File: config.mk
export PLATFORM = sky130hd
export DESIGN_NAME = tcw_controller
export DESIGN_NICKNAME = d
export VERILOG_FILES = /design/src/sv/tcw_pkg.sv /design/src/sv/tcw_controller.sv
export SDC_FILE = /design/constraint.sdc
export NUM_CORES = 1
export LEC_CHECK = 0
export ABC_AREA = 1
export CAP_MARGIN = 10
export CELL_PAD_IN_SITES_DETAIL_PLACEMENT = 0
export CELL_PAD_IN_SITES_GLOBAL_PLACEMENT = 1
export CORE_AREA = 2 2 39 41
export CTS_CLUSTER_DIAMETER = 40
export DETAILED_ROUTE_END_ITERATION = 6
export DIE_AREA = 0 0 41 43
export DONT_BUFFER_PORTS = 1
export HOLD_SLACK_MARGIN = 0.12
export PLACE_DENSITY_LB_ADDON = 0.1
export SETUP_SLACK_MARGIN = 0.3
export SLEW_MARGIN = 5
export SYNTH_ARGS = -nofsm -noshare
export SYNTH_HDL_FRONTEND = slang
export SYNTH_SLANG_ARGS = --single-unit
File: constraint.sdc
create_clock -name clock -period 1.4 [get_ports clock]
set_clock_uncertainty 0.1 [all_clocks]
set_input_delay 0.28 -clock clock [delete_from_list [all_inputs] [get_ports clock]]
set_output_delay 0.28 -clock clock [all_outputs]
set_load 0.005 [all_outputs]
File: src/sv/tcw_pkg.sv
// ----------------------------------------------------------------------------
// tcw_pkg: text console writer shared definitions
// Field widths, character codes, opcodes, controller states and the
// command/status structs between controller and datapath.
// ----------------------------------------------------------------------------
package tcw_pkg;

   localparam int DEFAULT_COLUMNS = 80;
   localparam int DEFAULT_ROWS    = 25;

   localparam int OPCODE_W  = 1;
   localparam int CHAR_W    = 8;
   localparam int ADDRESS_W = 11;
   localparam int CELL_W    = 16;
   localparam int ROW_OUT_W = 5;
   localparam int COL_OUT_W = 7;
   localparam int COLOR_W   = 8;

   localparam logic [OPCODE_W-1:0] OP_PUT  = 1'b0;
   localparam logic [OPCODE_W-1:0] OP_READ = 1'b1;

   localparam logic [CHAR_W-1:0]  NEWLINE_CODE = 8'd10;
   localparam logic [CHAR_W-1:0]  SPACE_CODE   = 8'd32;
   localparam logic [CELL_W-1:0]  RESET_CELL   = 16'h0720;
   localparam logic [COLOR_W-1:0] RESET_COLOR  = 8'h07;

   typedef enum logic [2:0] {
      ST_CLEAR,
      ST_IDLE,
      ST_EXEC,
      ST_SCROLL,
      ST_DONE
   } tcw_state_type;

   typedef struct packed {
      logic capture;   // latch the request fields
      logic step;      // execute the latched request
      logic clear;     // reset sweep: write one blank cell
      logic scroll;    // scroll sweep: copy or blank one cell
      logic load_rsp;  // load the response register
   } tcw_cmd_type;

   typedef struct packed {
      logic ptr_last;  // sweep pointer at last cell
      logic wrap;      // current put runs past the last row
      logic rsp_free;  // response register can take a new transaction
   } tcw_status_type;

endpackage

File: src/sv/tcw_controller.sv
// ----------------------------------------------------------------------------
// tcw_controller: sequencing state machine
// Runs the reset clearing sweep, accepts one request, executes it, runs the
// scroll sweep when needed and hands the result to the response register.
// ----------------------------------------------------------------------------
module tcw_controller (
   input  logic                    clock,
   input  logic                    reset,
   input  logic                    req_valid,
   output logic                    req_ready,
   input  tcw_pkg::tcw_status_type status,
   output tcw_pkg::tcw_cmd_type    cmd
);
   import tcw_pkg::*;

   tcw_state_type state_ff;
   tcw_state_type state_in;

   always_ff @(posedge clock) begin
      if (reset) begin
         state_ff <= ST_CLEAR;
      end else begin
         state_ff <= state_in;
      end
   end

   always_comb begin
      state_in = state_ff;
      unique case (state_ff)
         ST_CLEAR: begin
            if (status.ptr_last) state_in = ST_IDLE;
         end
         ST_IDLE: begin
            if (req_valid) state_in = ST_EXEC;
         end
         ST_EXEC: begin
            state_in = status.wrap ? ST_SCROLL : ST_DONE;
         end
         ST_SCROLL: begin
            if (status.ptr_last) state_in = ST_DONE;
         end
         ST_DONE: begin
            if (status.rsp_free) state_in = ST_IDLE;
         end
         default: begin
            state_in = ST_IDLE;
         end
      endcase
   end

   always_comb begin
      cmd       = '0;
      req_ready = 1'b0;
      unique case (state_ff)
         ST_CLEAR: begin
            cmd.clear = 1'b1;
         end
         ST_IDLE: begin
            req_ready   = 1'b1;
            cmd.capture = req_valid;
         end
         ST_EXEC: begin
            cmd.step = 1'b1;
         end
         ST_SCROLL: begin
            cmd.scroll = 1'b1;
         end
         ST_DONE: begin
            cmd.load_rsp = status.rsp_free;
         end
         default: begin
            cmd = '0;
         end
      endcase
   end

endmodule

# Word level (Yosys, flattened, before mapping)

Cells that the tools add are included.

Register bits: 3
Output and inout port bits: 6
Input port bits: 6
Word-level logic and storage cells: 23

Mux-type cells: 12
Equal/unequal tests: 8
Reduce and logical (&&, ||, !) cells: 2

Operators with widths:

| kind               | count |
|---|---|
| $mux 3             | 5 |
| $pmux 3 s5         | 1 |
| $ne 2x2->1 const B | 4 |
| $eq 3x2->1 const B | 2 |
| $mux 1             | 6 |
| $reduce_and 4->1   | 1 |
| $eq 3x1->1 const B | 1 |
| $eq 3x3->1 const B | 1 |
| $logic_not 3->1    | 1 |

# Longest topological paths before layout

Gate-level depths: netlist of run 1.

Depth in word-level cells: 3
Depth in mapped cells: 8
Gate-level depth less buffers: 8

# Least setup slack after synthesis of run 1

Ideal clock, no wire load.

Path kind: reg2reg
From: reg state_ff[1]
To: reg state_ff[0]
Path buffers: 1
Library setup time: 0.113 ns
Cell stages (with the launch flop): 8
Slack: 0.261 ns
Data required time: 1.187 ns
Arrival: 0.926 ns
Clock period less this slack: 1.139 ns
Cell sequence: dfxtp_1 buf_2 nor2_2 nand2_1 a21oi_1 nor2_1 nor2_1 nor2_1

Word-level cells in the longest chain between the ends: 3

Ends and longest elaborated chain:

| item                                     | line                 | source |
|---|---|---|
| start: declaration                       | tcw_controller.sv:16 | `tcw_state_type state_ff;` |
| start signal: assignment                 | tcw_controller.sv:23 | `state_ff <= state_in;` |
| $eq 3x2->1, or another cell as far along | tcw_controller.sv:29 | `unique case (state_ff)` |
| $ne 2x2->1 (no line)                     | n/a                  |  |
| $reduce_and 4->1 (no line)               | n/a                  |  |

Several ways; a longest one is shown, not always the timed one.
A chain may end at the register's enable or synchronous reset.

==> results of run 1 <==
==> cells by family after synthesis <==
kind of cell / Yosys count / share of synthesized area
and+or+nand+nor: 33 / 0.585
buffers and inverters: 10 / 0.155
DFF: 3 / 0.240
AOI/OAI and AO/OA: 1 / 0.0200
==> layout make-up <==
type / instances / area [um^2]
Sequential cell: 3 / 71.3
Timing Repair Buffer: 1 / 10.0
Clock buffer: 4 / 26.3
Tap cell: 16 / 20.0
Multi-Input combinational cell: 34 / 203
Inverter: 9 / 38.8
Fill cell: 163 / 1010
==> routing by layer <==
layer  part of all wire  GRT usage
met5                  0          0
met4                  0      0.100
met3              0.058     0.0157
met2               0.55      0.147
met1               0.39     0.0927
==> how the worst max path moves through the flow <==
stage / endpoint / slack (ps) / cells after the start
6_report: cmd[0] / 120 / 1
5_1_grt: cmd[2] / 60 / 3
4_1_cts: cmd[0] / 110 / 1
3_5_place_dp: state_ff[1] / 60 / 5
3_3_place_gp: state_ff[1] / 70 / 5
2_1_floorplan: state_ff[0] / 270 / 7
==> timing repair <==
item                       in CTS  in global routing
hold buffers                    1                  0
resized for setup              12                  3
setup endpoints to repair       9                  9
hold endpoints to repair        2                  0
buffers inserted                0                  0
pin swaps                       3                  0
==> cell usage in the layout, fill, tap and decap left out, drive strengths merged <==
cell type,n
dlygate4sd3,1
inv,9
nor2,13
clkbuf,4
nor4,2
nor3,1
dfxtp,3
nand2,10
a21oi,1
nand3,7
==> power by group through the flow <==
stage / Combinational [uW] / Clock (uW) / Sequential [uW]
after floorplan: 314 / 0 / 159
after global placement: 332 / 0 / 194
after detailed placement: 330 / 0 / 195
after CTS: 364 / 159 / 238
after global routing: 438 / 162 / 245
final: 382 / 148 / 239
==> per-stage QoR <==
stage                     setup WS (ps)  utilization  total power, uW
after detailed placement           55.5        0.198              525
final                               117        0.267              769
after global routing               59.4        0.267              845
after floorplan                     270            -              474
after CTS                           110        0.260              761
after global placement             68.3        0.198              526
==> results.cfg, run 1 <==
[run_status]
status = finished, final reports clean

[worst_setup_path]
cp_top_family = flip-flops
reg2reg_depth = 6
path_cells = nor4_4
path_class = reg2out
r2r-end = state_ff[2]
cpPeakStageDelay_ps = 390
timing.critical_path.buf_inv = 0
required_ps = 1020
cp_slowest_cell = dfxtp_4
crit_path_max_fanout = 9
r2r_start = state_ff[1]
critPathLaunchType = flop
startpoint = state_ff[1]
end_kind = primary output
cp.arrival_ps = 900
rrSetupSlack_ps = 220

[synthesis]
postSynthCellCount = 47
ys_seq_elements = 3
avgSynthCellArea_um2 = 5.32
yosysMostFrequentCell = nor2_1
yosys-top-cells-area = dfxtp_1 24%, nor2_1 18%, nand2_1 15%, nand3_1 14%, inv_1 11%
ys_warn_count = 0
synth_area_um2 = 250
syn-num-nets = 53
yosysTopAreaCellShare = 0.240
synth_area_leader_cell = dfxtp_1
synth_common_cells = 12 x nor2_1, 10 x nand2_1, 7 x inv_1, 7 x nand3_1, 3 x dfxtp_1
synth-edff-count = 0
ys_async_sr_fraction = 0
synth_flop_cell = dfxtp_1
yosysSeqAreaShare = 0.240
synth_cell_types = 11

[final_layout]
reg_top3 = state_ff (3)
syn_to_final_growth_pct = 47.5
largest_register_ffs = 3
fin_nets = 58
regMostFlops = state_ff
drive_gt1_frac = 0.333
stdcell_count = 67
final_area_um2 = 369
num_antenna_cells = 0

[clock_tree]
numCtsBuffers = 3
cts_tree = yes
cts.htree.levels = 1
cts_sinks = 3
cts.path.max_buffers = 2
cts_root_buf = clkbuf_4
clk-insertion-delay-late_ps = 230
path_clk_slew_ps = 40

[die]
io_pins = 12
num_rows = 14
initial_utilization = 0.181
die_h_um = 43
die-area_um2 = 1760
coreArea_um2 = 1380
die_width_um = 41

[routing]
wl_per_cell_um = 10.5
drt-pass1-iter-count = 3
drtIter0Drc = 2
drc = 0
drt-vias-per-instance = 4.30
ant_nets = 0
vias = 288
wl_um = 706

[global_route]
grt_usage = 0.0942
grt_max_degree = 10
grt_pass1_vias = 279
gr-total-overflow = 0
antenna_found_initial = 0
grt_pass1_wl_um = 1070

[sta]
setup-tns-final_ps = 0
holdWs_ps = 285
hold_violations = 0
tightest_slew_ps = 221
drv_slew = 0
setup_viol = 0
relSlewSlack = 0.852
post-route-period-util = 0.917
min_period_ps = 1280
fmax_mhz = 779
grt_setup_unrepaired = true

[pwr]
seqPwrFrac = 0.310
p_sw_uw = 381
p_clk_frac = 0.193
peakVddDrop_v = 0.000716
switching_share = 0.495
leakagePower_uw = 0.000177
combinationalPowerShare = 0.497
power_density_nw_per_um2 = 2080
internal_power_uw = 388

[hold_path]
worstHoldStart = status[2]
holdCritPathClass = in2reg
holdPathStages = 5
min_to = state_ff[1]

[place]
dp_cells = 62
place.gp.congestion = 0.684
postPlaceCellArea_um2 = 274
port-buffer-count = 0
hpwlAfterDp_um = 514

[run]
cap_viol_max_count = 0
(Power assumes the default switching activity.)
==> run 2: changes to the inputs <==
--- a/config.mk
+++ b/config.mk
@@ -10,6 +10,7 @@
 export CELL_PAD_IN_SITES_DETAIL_PLACEMENT = 0
 export CELL_PAD_IN_SITES_GLOBAL_PLACEMENT = 1
 export CORE_AREA = 2 2 39 41
+export CTS_BUF_LIST = sky130_fd_sc_hd__clkbuf_4
 export CTS_CLUSTER_DIAMETER = 40
 export DETAILED_ROUTE_END_ITERATION = 6
 export DIE_AREA = 0 0 41 43
==> constraint.sdc (replaced) <==
create_clock -name clock -period 1.1 [get_ports clock]
set_clock_uncertainty 0.1 [all_clocks]
set_input_delay 0.22 -clock clock [delete_from_list [all_inputs] [get_ports clock]]
set_output_delay 0.22 -clock clock [all_outputs]
set_load 0.005 [all_outputs]
==> results.cfg, run 2 (synthesized netlist as in run 1, its figures left out) <==
[run_status]
status = complete, but fails checks
violations = setup timing

[sta]
setup-tns-final_ps = -1710
tightest_slew_ps = 207
hold_violations = 0
setup_ws_ps = -262
relSlewSlack = 0.861
fmax_mhz = 734
post-route-period-util = 1.24
setup_viol = 9
grt_setup_unrepaired = true
drv_slew = 0
min_period_ps = 1360

[final_layout]
stdcell_count = 81
drive_gt1_frac = 0.646
syn_to_final_growth_pct = 118
final_area_um2 = 547
n_fill_cell = 154
fin_nets = 72
final_common_cell = nor2_1
regMostFlops = state_ff
reg_top3 = state_ff (3)
final_util = 0.395
mostFrequentLayoutCells = 9 x nor2_1, 7 x buf_4, 7 x buf_6, 5 x nand2_1, 5 x inv_1
num_antenna_cells = 0
largest_register_ffs = 3

[clock_tree]
clk-insertion-delay-late_ps = 230
numCtsBuffers = 3
cts_sinks = 3
cts_tree = yes
cts.htree.levels = 1
cts.path.max_buffers = 2
cts_root_buf = clkbuf_4
path_clk_slew_ps = 30

[global_route]
grt_usage = 0.113
gr-total-overflow = 0
antenna_found_initial = 0
grt_pass1_wl_um = 1360
grt_pass1_vias = 348
grt_max_degree = 8

[die]
coreArea_um2 = 1380
io_pins = 12
die_h_um = 43
num_rows = 14
initial_utilization = 0.181
die-area_um2 = 1760
die_width_um = 41

[place]
hpwlAfterDp_um = 590
port-buffer-count = 0
place.gp.congestion = 0.666
dp_cells = 73
postPlaceCellArea_um2 = 355

[worst_setup_path]
required_ps = 780
reg2reg_depth = 9
cp.arrival_ps = 1040
critPathLaunchType = flop
r2r-end = state_ff[0]
end_kind = primary output
crit_path_max_fanout = 7
rrSetupSlack_ps = -140
r2r_start = state_ff[2]
path_class = reg2out

[routing]
ant_nets = 0
drtIter0Drc = 4
drc = 0
drt-vias-per-instance = 4.25
wl_um = 798
drt-pass1-iter-count = 2
vias = 344
wl_per_cell_um = 9.85

[pwr]
power_density_nw_per_um2 = 2730
total_power_uw = 1490
leakagePower_uw = 0.000264
peakVddDrop_v = 0.00103

[run]
cap_viol_max_count = 0

[hold_path]
min_to = state_ff[1]
worstHoldStart = reset
holdCritPathClass = in2reg
holdPathStages = 3
[run 2: cell types whose count changed in the layout (fill, tap and decap cells not counted), moves of 2 or more]
cell and change:
nand3_1 -2, inv_1 -2, buf_4 +7, nor2_1 -2, inv_4 +2, buf_6 +7, nand3_2 +2, nand2_2 +2
nor2_2 +2, nand2_1 -3
[run 2: how the worst max path moves through the flow]
| stage | from | endpoint | slack [ps] | cells past startpoint |
|---|---|---|---|---|
| final | state_ff[1] | req_ready | -260 | 3 |
| after floorplan | state_ff[1] | state_ff[0] | -30 | 7 |
| after detailed placement | state_ff[0] | cmd[4] | -190 | 3 |
| after global routing | state_ff[2] | cmd[4] | -310 | 3 |
| after CTS | state_ff[0] | cmd[4] | -270 | 3 |
| after global placement | state_ff[0] | state_ff[2] | -180 | 8 |
[run 2: critical path, stage by stage, from the launching register on]
cell and delay [ps]:
dfxtp_4 370, buf_6 130, nor3_4 170, buf_4 140
[run 2: timing repair]
action | CTS | global route
hold endpoints to repair | 3 | 3
resized for setup | 28 | 6
setup endpoints to repair | 9 | 9
pin swaps | 11 | 3
setup buffers | 4 | 0
[run 2: per-layer routing]
| layer | track usage | vias to the layer above | part of all wire |
|---|---|---|---|
| met2 | 0.178 | 5 | 0.55 |
| met4 | 0.0600 | 0 | 0 |
| met3 | 0.0314 | 0 | 0.034 |
| met1 | 0.131 | 155 | 0.42 |
| met5 | 0 | - | 0 |
| li1 | - | 184 | - |
[run 2: area by class of cell]
type,instances,area [um^2],area share
multi-input cells,34,235,0.430
well taps,16,20.0,0.0366
flip-flops and latches,3,71.3,0.130
inverters,9,38.8,0.0709
repair buffers,15,151,0.277
clock buffers,4,30.0,0.0549
[run 2: stage by stage]
stage / hold slack [ps] / worst slack, ps
floorplan: 287 / -28.5
global placement: 314 / -178
detailed placement: 315 / -189
CTS: 61.6 / -273
global route: 78.7 / -314
finish: 63.4 / -262
[run 2: where the power goes]
| group | internal (uW) | switching (uW) |
|---|---|---|
| logic | 540 | 463 |
| registers | 174 | 106 |
| clock network | 160 | 50.2 |
| total | 874 | 619 |
==> run 3: changes to the inputs <==
==> constraint.sdc (replaced) <==
create_clock -name clock -period 1.55 [get_ports clock]
set_clock_uncertainty 0.1 [all_clocks]
set_input_delay 0.31 -clock clock [delete_from_list [all_inputs] [get_ports clock]]
set_output_delay 0.31 -clock clock [all_outputs]
set_load 0.005 [all_outputs]
==> results.cfg, run 3 (synthesized netlist as in run 1, its figures left out) <==
[place]
port-buffer-count = 0
postPlaceCellArea_um2 = 265
place.gp.congestion = 0.671
hpwlAfterDp_um = 555

[pwr]
leakagePower_uw = 0.000181
power_density_nw_per_um2 = 1970
peakVddDrop_v = 0.000639

[worst_setup_path]
timing.critical_path.buf_inv = 0
path_class = reg2out
end_kind = primary output
r2r-end = state_ff[1]
rrSetupSlack_ps = 320
cp_slowest_cell = dfxtp_4
cp_top_family = flip-flops
cp.arrival_ps = 900
path_cells = nor4_4
reg2reg_depth = 8
r2r_start = state_ff[1]
critPathLaunchType = flop
crit_path_max_fanout = 9
required_ps = 1140
cpPeakStageDelay_ps = 390

[global_route]
grt_pass1_vias = 300
grt_max_degree = 10
grt_pass1_wl_um = 1070
grt_usage = 0.0922
gr-total-overflow = 0
antenna_found_initial = 0

[routing]
top_layer = met3
ant_nets = 0
drtIter0Drc = 3
drt-pass1-iter-count = 3
drt-vias-per-instance = 4.37
wl_um = 685
drc = 0
met2WireLength_um = 383
wl_met1_um = 267
wl_per_cell_um = 10.2
vias = 293
met3WireLength_um = 34

[hold_path]
holdCritPathClass = in2reg
holdPathStages = 3
worstHoldStart = reset
min_to = state_ff[0]

[final_layout]
num_antenna_cells = 0
n_fill_cell = 165
largest_register_ffs = 3
drive_gt1_frac = 0.314
final_util = 0.259
mostFrequentLayoutCells = 11 x nor2_1, 10 x nand2_1, 7 x inv_1, 6 x nand3_1, 4 x clkbuf_4
final_common_cell = nor2_1
reg_top3 = state_ff (3)
syn_to_final_growth_pct = 43.5
fin_nets = 58
regMostFlops = state_ff
final_area_um2 = 359

[die]
io_pins = 12
die-area_um2 = 1760
initial_utilization = 0.181
num_rows = 14
coreArea_um2 = 1380
die_h_um = 43
die_width_um = 41

[sta]
drv_slew = 0
grt_setup_unrepaired = true
setup_viol = 0
tightest_slew_ps = 220
fmax_mhz = 765
post-route-period-util = 0.843
setup-tns-final_ps = 0
relSlewSlack = 0.852
hold_violations = 0
min_period_ps = 1310

[clock_tree]
cts.htree.levels = 1
clk-insertion-delay-late_ps = 230
hold_buffers = 0
numCtsBuffers = 3
cts.path.max_buffers = 2
path_clk_slew_ps = 40
cts_sinks = 3
cts_root_buf = clkbuf_4
cts_tree = yes

[run]
cap_viol_max_count = 0

[run_status]
status = finished, final reports clean
-- run 3: how the worst max path moves through the flow --
stage                      startpoint          end  slack [ps]  cells past startpoint
final                     state_ff[1]       cmd[4]         240                      1
after global routing      state_ff[2]       cmd[3]         190                      3
after CTS                 state_ff[0]    req_ready         230                      2
after detailed placement  state_ff[1]  state_ff[1]         200                      5
after global placement    state_ff[1]  state_ff[1]         240                      5
after floorplan           state_ff[0]       cmd[4]         400                      2
-- run 3: worst min-delay path, cell delays in order --
cell and delay (ps):
inv_1 40, nand2_1 70, nor2_1 30
-- run 3: cell type report --
class	instances	area, um^2	area share
Multi-Input combinational cell	34	194	0.540
Timing Repair Buffer	1	7.51	0.0209
Inverter	9	36.3	0.101
Clock buffer	4	30.0	0.0836
Sequential cell	3	71.3	0.199
Tap cell	16	20.0	0.0557
-- run 3: power breakdown --
part / leakage (uW) / internal, uW / switching (uW)
Clock: 0.0000184 / 114 / 37.9
Combinational: 0.000136 / 136 / 205
Sequential: 0.0000267 / 124 / 90.7
Total: 0.000181 / 373 / 333
-- run 3: routing by layer --
metal | track usage | vias to the layer above
met5 | 0 | -
met4 | 0.0800 | 0
met3 | 0.0157 | 0
met2 | 0.156 | 5
met1 | 0.0863 | 132
li1 | - | 156
-- run 3: through the flow --
| step | setup slack (ps) | hold WS (ps) | instances | power [uW] |
|---|---|---|---|---|
| final | 244 | 153 | 67 | 707 |
| after global routing | 192 | 170 | 67 | 777 |
| after CTS | 227 | 151 | 67 | 718 |
| after detailed placement | 201 | 409 | 62 | 458 |
| after global placement | 240 | 402 | 62 | 451 |
| after floorplan | 397 | 377 | 47 | 393 |
-- run 3: what timing repair did --
action                                 in CTS  in global routing
setup endpoints to repair                   9                  9
buffers inserted                            1                  0
pin swaps                                   2                  0
gates resized for setup                    13                  1
endpoints found under the hold margin       0                  0
